===== src/acde_pkg.sv =====
// Shared codes, widths, defaults and control/status bundles for the drift estimator.
package acde_pkg;

    localparam int FRAC_BITS_DEF = 40;

    // Field and register widths
    localparam int FUNC_W     = 2;
    localparam int STAMP_W    = 32;
    localparam int ADJ_W      = 8;
    localparam int RATIO_W    = 29;
    localparam int STATUS_W   = 2;
    localparam int MODE_W     = 2;
    localparam int SYS_CLK_W  = 30;
    localparam int RATE_W     = 18;
    localparam int CFG_W      = 30;
    localparam int CFG_IDX_W  = 2;
    localparam int WIDE_W     = 64;
    localparam int PROD_W     = STAMP_W + SYS_CLK_W;
    localparam int CNT_W      = 7;

    // Input function codes
    localparam logic [FUNC_W-1:0] FN_TICK    = 2'd0;
    localparam logic [FUNC_W-1:0] FN_RESTART = 2'd1;
    localparam logic [FUNC_W-1:0] FN_EVAL    = 2'd2;

    // Source modes
    localparam logic [MODE_W-1:0] MODE_USB    = 2'd0;
    localparam logic [MODE_W-1:0] MODE_SAMPLE = 2'd1;

    // Result status codes
    localparam logic [STATUS_W-1:0] STAT_APPLY  = 2'd0;
    localparam logic [STATUS_W-1:0] STAT_RANGE  = 2'd1;
    localparam logic [STATUS_W-1:0] STAT_NOMEAS = 2'd2;

    // Register indexes
    localparam logic [CFG_IDX_W-1:0] REG_SOURCE_MODE = 2'd0;
    localparam logic [CFG_IDX_W-1:0] REG_SYS_CLK     = 2'd1;
    localparam logic [CFG_IDX_W-1:0] REG_AUDIO_RATE  = 2'd2;

    // Register reset values
    localparam logic [MODE_W-1:0]    MODE_RST    = MODE_USB;
    localparam logic [SYS_CLK_W-1:0] SYS_CLK_RST = 30'd96000000;
    localparam logic [RATE_W-1:0]    RATE_RST    = 18'd48000;

    // Divider length and the millisecond-frame divisor
    localparam int RATE_DIV_BITS  = PROD_W;
    localparam int KHZ            = 1000;

    // floor(x / 1000) = (x * KHZ_RECIP) >> KHZ_SHIFT, exact for any 30-bit x
    localparam int KHZ_RECIP_W = 29;
    localparam int KHZ_PROD_W  = SYS_CLK_W + KHZ_RECIP_W;
    localparam int KHZ_SHIFT   = 38;
    localparam logic [KHZ_RECIP_W-1:0] KHZ_RECIP = 29'd274877907;

    typedef enum logic {
        DIV_RATE,
        DIV_FRAC
    } div_sel_t;

    typedef struct packed {
        logic     tick;
        logic     restart;
        logic     eval;
        logic     local_ld;
        logic     set_nomeas;
        logic     div_start;
        div_sel_t div_sel;
        logic     div_step;
        logic     mul_ld;
        logic     src_ld;
        logic     diff_ld;
        logic     sat_ld;
        logic     sum_ld;
        logic     lim_ld;
        logic     out_ld;
    } acde_cmd_t;

    typedef struct packed {
        logic              pending;
        logic [MODE_W-1:0] mode;
        logic              rate_zero;
        logic              div_last;
        logic              src_zero;
        logic              local_zero;
        logic              mag_ge_local;
        logic              out_free;
    } acde_sts_t;

endpackage


===== src/acde_ctrl.sv =====
// Sequencer for request decode and the evaluate sequence of the drift estimator.
module acde_ctrl (
    input  logic                                aclk,
    input  logic                                aresetn,
    input  logic                                s_tvalid,
    output logic                                s_tready,
    input  logic [acde_pkg::FUNC_W-1:0]         s_func,
    input  acde_pkg::acde_sts_t                 sts,
    output acde_pkg::acde_cmd_t                 cmd
);

    typedef enum logic [3:0] {
        ST_IDLE,
        ST_LOCAL,
        ST_MUL,
        ST_RATE_START,
        ST_RATE_DIV,
        ST_SRC,
        ST_DIFF,
        ST_SAT,
        ST_FRAC_DIV,
        ST_SUM,
        ST_LIMIT,
        ST_OUT
    } state_t;

    state_t state_reg;
    state_t state_next;

    assign s_tready = (state_reg == ST_IDLE);

    always_comb begin
        state_next = state_reg;
        cmd        = '0;
        case (state_reg)
            ST_IDLE: begin
                if (s_tvalid) begin
                    case (s_func)
                        acde_pkg::FN_TICK: begin
                            cmd.tick = (sts.mode == acde_pkg::MODE_USB) ||
                                       (sts.mode == acde_pkg::MODE_SAMPLE);
                        end
                        acde_pkg::FN_RESTART: begin
                            cmd.restart = 1'b1;
                        end
                        acde_pkg::FN_EVAL: begin
                            cmd.eval   = 1'b1;
                            state_next = ST_LOCAL;
                        end
                        default: ;
                    endcase
                end
            end
            ST_LOCAL: begin
                cmd.local_ld = 1'b1;
                if (sts.pending) begin
                    cmd.set_nomeas = 1'b1;
                    state_next     = ST_OUT;
                end else if (sts.mode == acde_pkg::MODE_USB) begin
                    state_next = ST_MUL;
                end else if (sts.mode == acde_pkg::MODE_SAMPLE && !sts.rate_zero) begin
                    state_next = ST_MUL;
                end else begin
                    cmd.set_nomeas = 1'b1;
                    state_next     = ST_OUT;
                end
            end
            ST_MUL: begin
                cmd.mul_ld = 1'b1;
                if (sts.mode == acde_pkg::MODE_USB) begin
                    state_next = ST_SRC;
                end else begin
                    state_next = ST_RATE_START;
                end
            end
            ST_RATE_START: begin
                cmd.div_start = 1'b1;
                cmd.div_sel   = acde_pkg::DIV_RATE;
                state_next    = ST_RATE_DIV;
            end
            ST_RATE_DIV: begin
                cmd.div_step = 1'b1;
                if (sts.div_last) begin
                    state_next = ST_SRC;
                end
            end
            ST_SRC: begin
                cmd.src_ld = 1'b1;
                state_next = ST_DIFF;
            end
            ST_DIFF: begin
                if (sts.src_zero || sts.local_zero) begin
                    cmd.set_nomeas = 1'b1;
                    state_next     = ST_OUT;
                end else begin
                    cmd.diff_ld = 1'b1;
                    state_next  = ST_SAT;
                end
            end
            ST_SAT: begin
                if (sts.mag_ge_local) begin
                    cmd.sat_ld = 1'b1;
                    state_next = ST_SUM;
                end else begin
                    cmd.div_start = 1'b1;
                    cmd.div_sel   = acde_pkg::DIV_FRAC;
                    state_next    = ST_FRAC_DIV;
                end
            end
            ST_FRAC_DIV: begin
                cmd.div_step = 1'b1;
                if (sts.div_last) begin
                    state_next = ST_SUM;
                end
            end
            ST_SUM: begin
                cmd.sum_ld = 1'b1;
                state_next = ST_LIMIT;
            end
            ST_LIMIT: begin
                cmd.lim_ld = 1'b1;
                state_next = ST_OUT;
            end
            ST_OUT: begin
                // hold the result until the output slot frees up
                if (sts.out_free) begin
                    cmd.out_ld = 1'b1;
                    state_next = ST_IDLE;
                end
            end
            default: begin
                state_next = ST_IDLE;
            end
        endcase
    end

    always_ff @(posedge aclk) begin
        if (!aresetn) begin
            state_reg <= ST_IDLE;
        end else begin
            state_reg <= state_next;
        end
    end

`ifndef SYNTHESIS
    a_out_slot_free: assert property (@(posedge aclk) disable iff (!aresetn)
        cmd.out_ld |-> sts.out_free)
        else $error("result loaded into a busy output slot");

    a_div_follows_start: assert property (@(posedge aclk) disable iff (!aresetn)
        cmd.div_start |=> cmd.div_step)
        else $error("divider loaded but not stepped");

    a_div_stops: assert property (@(posedge aclk) disable iff (!aresetn)
        (cmd.div_step && sts.div_last) |=> !cmd.div_step)
        else $error("divider stepped past its last bit");
`endif

endmodule


===== config.mk =====
export PLATFORM = sky130hd
export DESIGN_NAME = acde_ctrl
export DESIGN_NICKNAME = d
export VERILOG_FILES = /design/src/acde_pkg.sv /design/src/acde_ctrl.sv
export SDC_FILE = /design/constraint.sdc
export NUM_CORES = 1
export LEC_CHECK = 0
export BUFFER_PORTS_ARGS = -buffer_cell sky130_fd_sc_hd__buf_2
export CELL_PAD_IN_SITES_DETAIL_PLACEMENT = 1
export CELL_PAD_IN_SITES_GLOBAL_PLACEMENT = 2
export CORE_ASPECT_RATIO = 1.2
export CORE_MARGIN = 3
export CORE_UTILIZATION = 21
export DETAILED_ROUTE_END_ITERATION = 8
export GPL_ROUTABILITY_DRIVEN = 0
export PLACE_DENSITY_LB_ADDON = 0.1
export RECOVER_POWER = 25
export SYNTH_ARGS = -nofsm -noshare
export SYNTH_HDL_FRONTEND = slang
export SYNTH_SLANG_ARGS = --single-unit

===== constraint.sdc =====
create_clock -name aclk -period 3.3 [get_ports aclk]
set_clock_uncertainty 0.2 [all_clocks]
set_input_delay 0.33 -clock aclk [delete_from_list [all_inputs] [get_ports aclk]]
set_output_delay 0.33 -clock aclk [all_outputs]
set_load 0.1 [all_outputs]

Word level (Yosys, flattened, before mapping)
Cells that the tools add are included.

Register bits after elaboration: 4. Input port bits: 14. Output and inout bits: 16. Word-level logic and storage cells: 65.

Muxes and demuxes: 36. Equal/unequal tests: 19. Reductions and logical operators: 9.

Operator list (number): $pmux 4 s12 (1); $mux 4 (9); $mux 1 (20); $eq 4x3->1 const B (4); $eq 4x4->1 const B (4); $mux 3 (3); $eq 4x2->1 const B (2); $ne 2x2->1 const B (4); $reduce_and 5->1 (1); $eq 2x1->1 const B (2); $eq 4x1->1 const B (1); $logic_not 2->1 (2); $logic_not 4->1 (1); $pmux 2 s2 (1); $eq 2x2->1 const B (1); $logic_or 1x1->1 (2); $mux 2 (1); $ne 2x1->1 const B (1); $pmux 1 s2 (1); $reduce_or 2->1 (1); $logic_and 1x1->1 (1); $logic_not 1->1 (1).

Longest topological paths before layout
Gate-level depths: netlist of the first run.

Depth in word-level cells: 6. Depth in mapped cells: 6. Mapped depth without buffers: 4.

Least setup slack after synthesis of the first run
Ideal clock, no wire load.

Path kind: register to output. Start point: register state_reg[3]. End point: output cmd[14] (netlist bit). Stages on the path, launching flop included: 5. Path slack: -1.073 ns. Data required time: 2.770 ns. Path buffers: 1. Arrival time: 3.843 ns. Cell sequence: dfxtp_1 -> buf_4 -> nor4_4 -> nand3b_1 -> nor3_1.

RTL lines: start, declared (line acde_ctrl.sv:27) `state_t state_reg;`; start signal, assigned (line acde_ctrl.sv:141) `state_reg <= state_next;`; end, declared (line acde_ctrl.sv:9) `output acde_pkg::acde_cmd_t cmd`.

Worst setup path in the final report of the first run
Start point: register state_reg[1]. End point: output s_tready.

Word-level cells in the longest chain between the ends: 1.

Ends and longest elaborated chain: $logic_not 4->1 (line acde_ctrl.sv:30) `assign s_tready = (state_reg == ST_IDLE);`; end, declared (line acde_ctrl.sv:6) `output logic s_tready,`.

Every way passes these cells.

==> results of run 1 <==
-- routing by layer --
layer | part of all wire (%) | vias up | wire length (µm)
met3 | 5.7 | 0 | 82
met1 | 48 | 253 | 695
met4 | 0 | 0 | 0
met2 | 46 | 19 | 671
li1 | - | 296 | -
met5 | 0 | - | 0
-- per-stage QoR --
step | utilization [%] | cell area [µm²] | hold slack [ps]
floorplan | - | 480 | 248
global placement | 29.3 | 613 | 369
detailed placement | 29.3 | 613 | 371
CTS | 30.3 | 636 | 129
global route | 30.3 | 634 | 139
finish | 30.3 | 634 | 134
-- cells in the final DEF (no fill, tap or decap), drive strengths merged, types with 2 or more instances in the layout --
master  count
nor2        7
nor3       13
clkbuf      4
nand2b      2
nand2       5
dfxtp       4
a21oi       4
o21ai       4
nand3b      2
and3        2
buf        28
inv         3
-- critical path: stages (launching register included) --
cell and delay, ps:
dfxtp_1 490, nor4_4 420, clkbuf_1 900
-- how the worst min path moves through the flow --
stage / start / to / slack (ps) / cells past startpoint
after floorplan: aresetn / state_reg[0] / 250 / 1
after global placement: aresetn / state_reg[0] / 370 / 2
after detailed placement: aresetn / state_reg[0] / 370 / 2
after CTS: aresetn / state_reg[0] / 130 / 2
after global routing: aresetn / state_reg[0] / 140 / 2
final: aresetn / state_reg[0] / 130 / 2
-- cell families (layout without fill, tap and decap cells) --
group                     count (synthesis)  in the layout  share of synthesized area [%]
xor gates and xnor gates                  1              1                           1.87
DFF                                       4              4                           17.1
and+or+nand+nor                          39             39                           47.3
AOI/OAI and AO/OA                        15             15                           20.6
buffers and inverters                    10             35                           13.1
-- power by group through the flow --
stage                     combinational, mW  sequential (mW)  clock, mW
after global placement                0.505            0.148          0
final                                 0.499            0.146     0.0588
after floorplan                       0.520           0.0771          0
after CTS                             0.507            0.148     0.0613
after detailed placement              0.506            0.149          0
after global routing                  0.531            0.157     0.0634
-- final cells by class --
| type | instances | share of cell area [%] |
|---|---|---|
| timing repair buffer | 29 | 22.7 |
| clock buffer | 3 | 3.55 |
| inverter | 3 | 1.78 |
| tap | 30 | 5.92 |
| multi-input combinational | 55 | 53.5 |
| sequential | 4 | 12.6 |
==> metrics.md, run 1 <==
| Metric | Value |
|---|---|
| Status | `finished clean` |
| Die width | `49.1 µm` |
| Maximum vdd drop | `0.373 mV` |
| Die Ht | `57.7 µm` |
| Vias per inst | `4.58` |
| CTS Buf Count | `3` |
| Register Area | `80.1 µm²` |
| Clock Power Share | `8.3%` |
| Detailed placement HPWL | `1140 µm` |
| Min Tclk post-route | `2570 ps` |
| Post-synth EDFFs | `0` |
| Flop pwr share | `20.7%` |
| Synthesized area | `468 µm²` |
| Sw Share | `69.2%` |
| # resized after CTS | `0` |
| Die area | `2830 µm²` |
| Clk_lat worst skew | `230 ps` |
| Worst path required time | `2770 ps` |
| Setup crit end | `s_tready` |
| CTS H-tree depth | `1` |
| Largest area contributor in the netlist | `dfxtp_1` |
| Final #Nets | `110` |
| DRT iter0 DRCs | `9` |
| Row count | `18` |
| First-pass GRT wire length | `2480 µm` |
| Worst-path fanout max | `17` |
| Comb pwr share | `70.9%` |
| CTS Sinks | `4` |
| Max reg flops | `4` |
| Postcts setup bufs | `0` |
| CTS tree | `yes` |
| Post-synthesis async set-or-reset flop share | `0%` |
| Max-slew headroom | `23.0%` |
| Library cells used by synthesis | `29` |
| Synth cell count leaders | `13 x nor3_1, 7 x nor2_1, 5 x nand2_1` |
| Total I/O pin count | `30` |
| Syn avg cell area | `6.78 µm²` |
| Most Crowded Layer GR | `met2` |
| Clock buffer depth | `2` |
| Final ANT Viol Nets | `0` |
| Synth top area cells | `dfxtp_1 17%, nor3_1 14%, nor2_1 5.6%` |
| Max-slew violation count | `0` |
| Post-synthesis net count | `83` |
| Reg2reg end | `state_reg[3]` |
| # fillers | `283` |
| GRT met1 Usage | `12.9%` |
| Drt total wl | `1450 µm` |
| Area Overhead vs Synth | `35.6%` |
| Pre-CTS setup slack | `1020 ps` |
| R2R Setup Slk | `1490 ps` |
| Area of the multi-input gates | `339 µm²` |
| CTS root buf | `clkbuf_4` |
| Psw | `487 µW` |
| Hold_buf cts | `0` |
| GRT overflow | `0` |
| Count leader, synth | `nor3_1` |
| Static Leak | `0.300 nW` |
| Vias | `568` |
| Tcrit/Tclk final | `78.0%` |
| Synth warn | `0` |
| CP Launch Point | `state_reg[1]` |
| R2R Path Start | `state_reg[2]` |
| Final setup violation count | `0` |
| Largest net degree at the start of global routing | `18` |
| Initial antenna violation count | `0` |
| Worst Slack Setup Final | `727 ps` |
| Layout Cells excl Fill | `124` |
| RSZ-0062 raised after global routing | `no` |
| Share of cells above drive strength 1 | `37.2%` |
| I/O Buffers | `29` |
| Starting Density | `22.3%` |
| Final Hold Viols | `0` |
| Number of global-route vias before repair | `604` |
| Worst Setup End Kind | `output pin` |
| Min-delay worst type | `in2reg` |
| Clk pin slew, worst setup/hold paths | `40 ps` |
| Fmax | `389 MHz` |
| Synth top area share | `17.1%` |
| Startpoint types | `register` |
| Met2 Resource Use GR | `19.2%` |
| Pwr Total | `704 µW` |
| Pwr dens | `1110 nW/µm²` |
| P_int | `217 µW` |
| Core ar. | `2090 µm²` |
| Cells after DPL | `121` |
| Tot GR Track Use | `10.7%` |
| Crit path kind | `reg2out` |
| TritonRoute pass-1 iters | `4` |
| Top_reg_cell synth | `dfxtp_1` |
| Post-Syn Instances | `69` |
| Worst Max-Slew Pin Slew | `1160 ps` |
| Wire length per cell | `11.7 µm` |
| Number of remaining DRC errors | `0` |
| Critical path arrival | `2040 ps` |
| Antenna diodes | `0` |
| Worst reg2reg path depth | `4` |
| Share of the yosys chip area belonging to registers | `17.1%` |
| Final TNS setup | `0 ps` |
| Seq cells post-synth | `4` |
| Max Cap Viol | `0` |
| Met3 Track Usage GR | `0.771%` |
Power figures use the tool's default switching activity.
==> inputs of run 2 (changes only) <==
--- a/config.mk
+++ b/config.mk
@@ -10,7 +10,7 @@
 export CELL_PAD_IN_SITES_GLOBAL_PLACEMENT = 2
 export CORE_ASPECT_RATIO = 1.2
 export CORE_MARGIN = 3
-export CORE_UTILIZATION = 21
+export CORE_UTILIZATION = 17
 export DETAILED_ROUTE_END_ITERATION = 8
 export GPL_ROUTABILITY_DRIVEN = 0
 export PLACE_DENSITY_LB_ADDON = 0.1
==> constraint.sdc (replaced) <==
create_clock -name aclk -period 2.3 [get_ports aclk]
set_clock_uncertainty 0.2 [all_clocks]
set_input_delay 0.23 -clock aclk [delete_from_list [all_inputs] [get_ports aclk]]
set_output_delay 0.23 -clock aclk [all_outputs]
set_load 0.1 [all_outputs]
==> run 2 against run 1 <==
Net effect: routed wire length up 11%; sequential power grew 35%; final area rose by 21%; critical path depth is 2 higher; final cell count increased by 3.2%; sequential cell count unchanged; via count increased by 3.5%; sequential share of layout area fell by 1.7 points; critical path type unchanged; largest power group unchanged.
==> metrics.md, run 2 (synthesis results as in run 1) <==
| Metric | Value |
|---|---|
| Initial antenna violation count | `0` |
| Startpoint types | `register` |
| TritonRoute pass-1 iters | `2` |
| HP Start | `aresetn` |
| Postcts setup bufs | `0` |
| Core ar. | `2580 µm²` |
| Total I/O pin count | `30` |
| Pwr Total | `1.13 mW` |
| Worst reg2reg path depth | `4` |
| Hold_buf cts | `0` |
| Static Leak | `0.333 nW` |
| Most common cell after layout, fill and taps aside | `buf_2` |
| Register Area | `83.8 µm²` |
| Most frequent cells in the layout | `22 x buf_2, 11 x nor3_1, 6 x buf_12` |
| Largest net degree at the start of global routing | `18` |
| Vias per inst | `4.59` |
| Worst Slack Setup Final | `213 ps` |
| Final Util | `29.7%` |
| Clock buffer depth | `2` |
| Final TNS setup | `0 ps` |
| Critical path arrival | `1660 ps` |
| Final #Nets | `111` |
| Tcrit/Tclk final | `90.7%` |
| CTS tree | `yes` |
| DRT iter0 DRCs | `3` |
| Final ANT Viol Nets | `0` |
| Comb pwr share | `74.9%` |
| Worst Hold Path Cells | `2` |
| Min-delay worst type | `in2reg` |
| Antenna diodes | `0` |
| Max Cap Viol | `0` |
| Worst Max-Slew Pin Slew | `542 ps` |
| Vias | `588` |
| Status | `finished clean` |
| Cells after DPL | `125` |
| Clk pin slew, worst setup/hold paths | `40 ps` |
| Share of cells above drive strength 1 | `46.3%` |
| Final instance area | `764 µm²` |
| Final setup violation count | `0` |
| Flop pwr share | `17.4%` |
| Worst-path fanout max | `17` |
| Fmax | `479 MHz` |
| Layout Cells excl Fill | `128` |
| Max-slew headroom | `64.0%` |
| Worst hold slack | `25.8 ps` |
| Die Ht | `63.5 µm` |
| CTS Buf Count | `3` |
| Max reg flops | `4` |
| Die area | `3420 µm²` |
| CTS H-tree depth | `1` |
| Wire length per cell | `12.5 µm` |
| Final Hold Viols | `0` |
| Drt total wl | `1610 µm` |
| Psw | `730 µW` |
| Worst Setup End Kind | `output pin` |
| Detailed placement HPWL | `1270 µm` |
| Starting Density | `18.2%` |
| Min Tclk post-route | `2090 ps` |
| R2R Path Start | `state_reg[2]` |
| Number of global-route vias before repair | `583` |
| Sw Share | `64.7%` |
| First-pass GRT wire length | `2690 µm` |
| Pre-CTS setup slack | `292 ps` |
| Pwr dens | `1480 nW/µm²` |
| Row count | `20` |
| RSZ-0062 raised after global routing | `no` |
| R2R Setup Slk | `630 ps` |
| Placed Area | `753 µm²` |
| Tot GR Track Use | `10.2%` |
| Area of the multi-input gates | `363 µm²` |
| Area Overhead vs Synth | `63.4%` |
| Hold-critical path endpoint | `state_reg[0]` |
| Crit path kind | `reg2out` |
| I/O Buffers | `29` |
| CTS Sinks | `4` |
| Number of remaining DRC errors | `0` |
| Max-slew violation count | `0` |
| Worst path required time | `1870 ps` |
| Clk_lat worst skew | `230 ps` |
| Die width | `53.9 µm` |
| P_int | `399 µW` |
| Clock Power Share | `7.7%` |
| Maximum vdd drop | `0.643 mV` |
| Reg2reg end | `state_reg[3]` |
| GRT overflow | `0` |
| CTS root buf | `clkbuf_4` |
| # fillers | `318` |
run 2: cell count changes in the layout (fill, tap and decap cells not counted), sizes merged:
cell  change
buf       +1
run 2: repair_timing:
item                                    CTS  global route
resized for setup                         0             3
endpoints found under the hold margin     0             0
endpoints found under the setup margin    0             8
run 2: area by class of cell:
type,instances,area share [%]
clock buffers,3,2.95
flip-flops and latches,4,11.0
well taps,33,5.40
repair buffers,30,31.8
inverters,3,1.47
multi-input cells,55,47.5
run 2: how the worst max path moves through the flow:
stage / start / endpoint / depth (start not counted)
final: state_reg[1] / cmd[14] / 4
after global routing: state_reg[1] / cmd[14] / 4
after CTS: state_reg[1] / cmd[14] / 4
after detailed placement: state_reg[1] / cmd[14] / 4
after global placement: state_reg[2] / cmd[10] / 5
after floorplan: state_reg[1] / cmd[3] / 4
run 2: metal layers:
| metal | up-vias | track usage, % | share of wire (%) |
|---|---|---|---|
| met4 | 0 | 3.83 | 1.1 |
| met3 | 2 | 1.65 | 4.2 |
| met1 | 272 | 13.0 | 44 |
| met2 | 13 | 16.7 | 51 |
| li1 | 301 | - | - |
| met5 | - | 0 | 0 |
run 2: critical path, cell delays in order, from the launching register on:
cell and delay (ps):
dfxtp_2 410, nor4_4 370, nand3b_1 230, nor3_4 210
buf_12 200
run 2: power groups by stage:
stage / Sequential, mW / Clock, mW / Combinational (mW)
after floorplan: 0.111 / 0 / 0.759
after global placement: 0.193 / 0 / 0.855
after detailed placement: 0.195 / 0 / 0.856
after CTS: 0.193 / 0.0895 / 0.857
after global routing: 0.209 / 0.0972 / 0.896
final: 0.197 / 0.0863 / 0.846
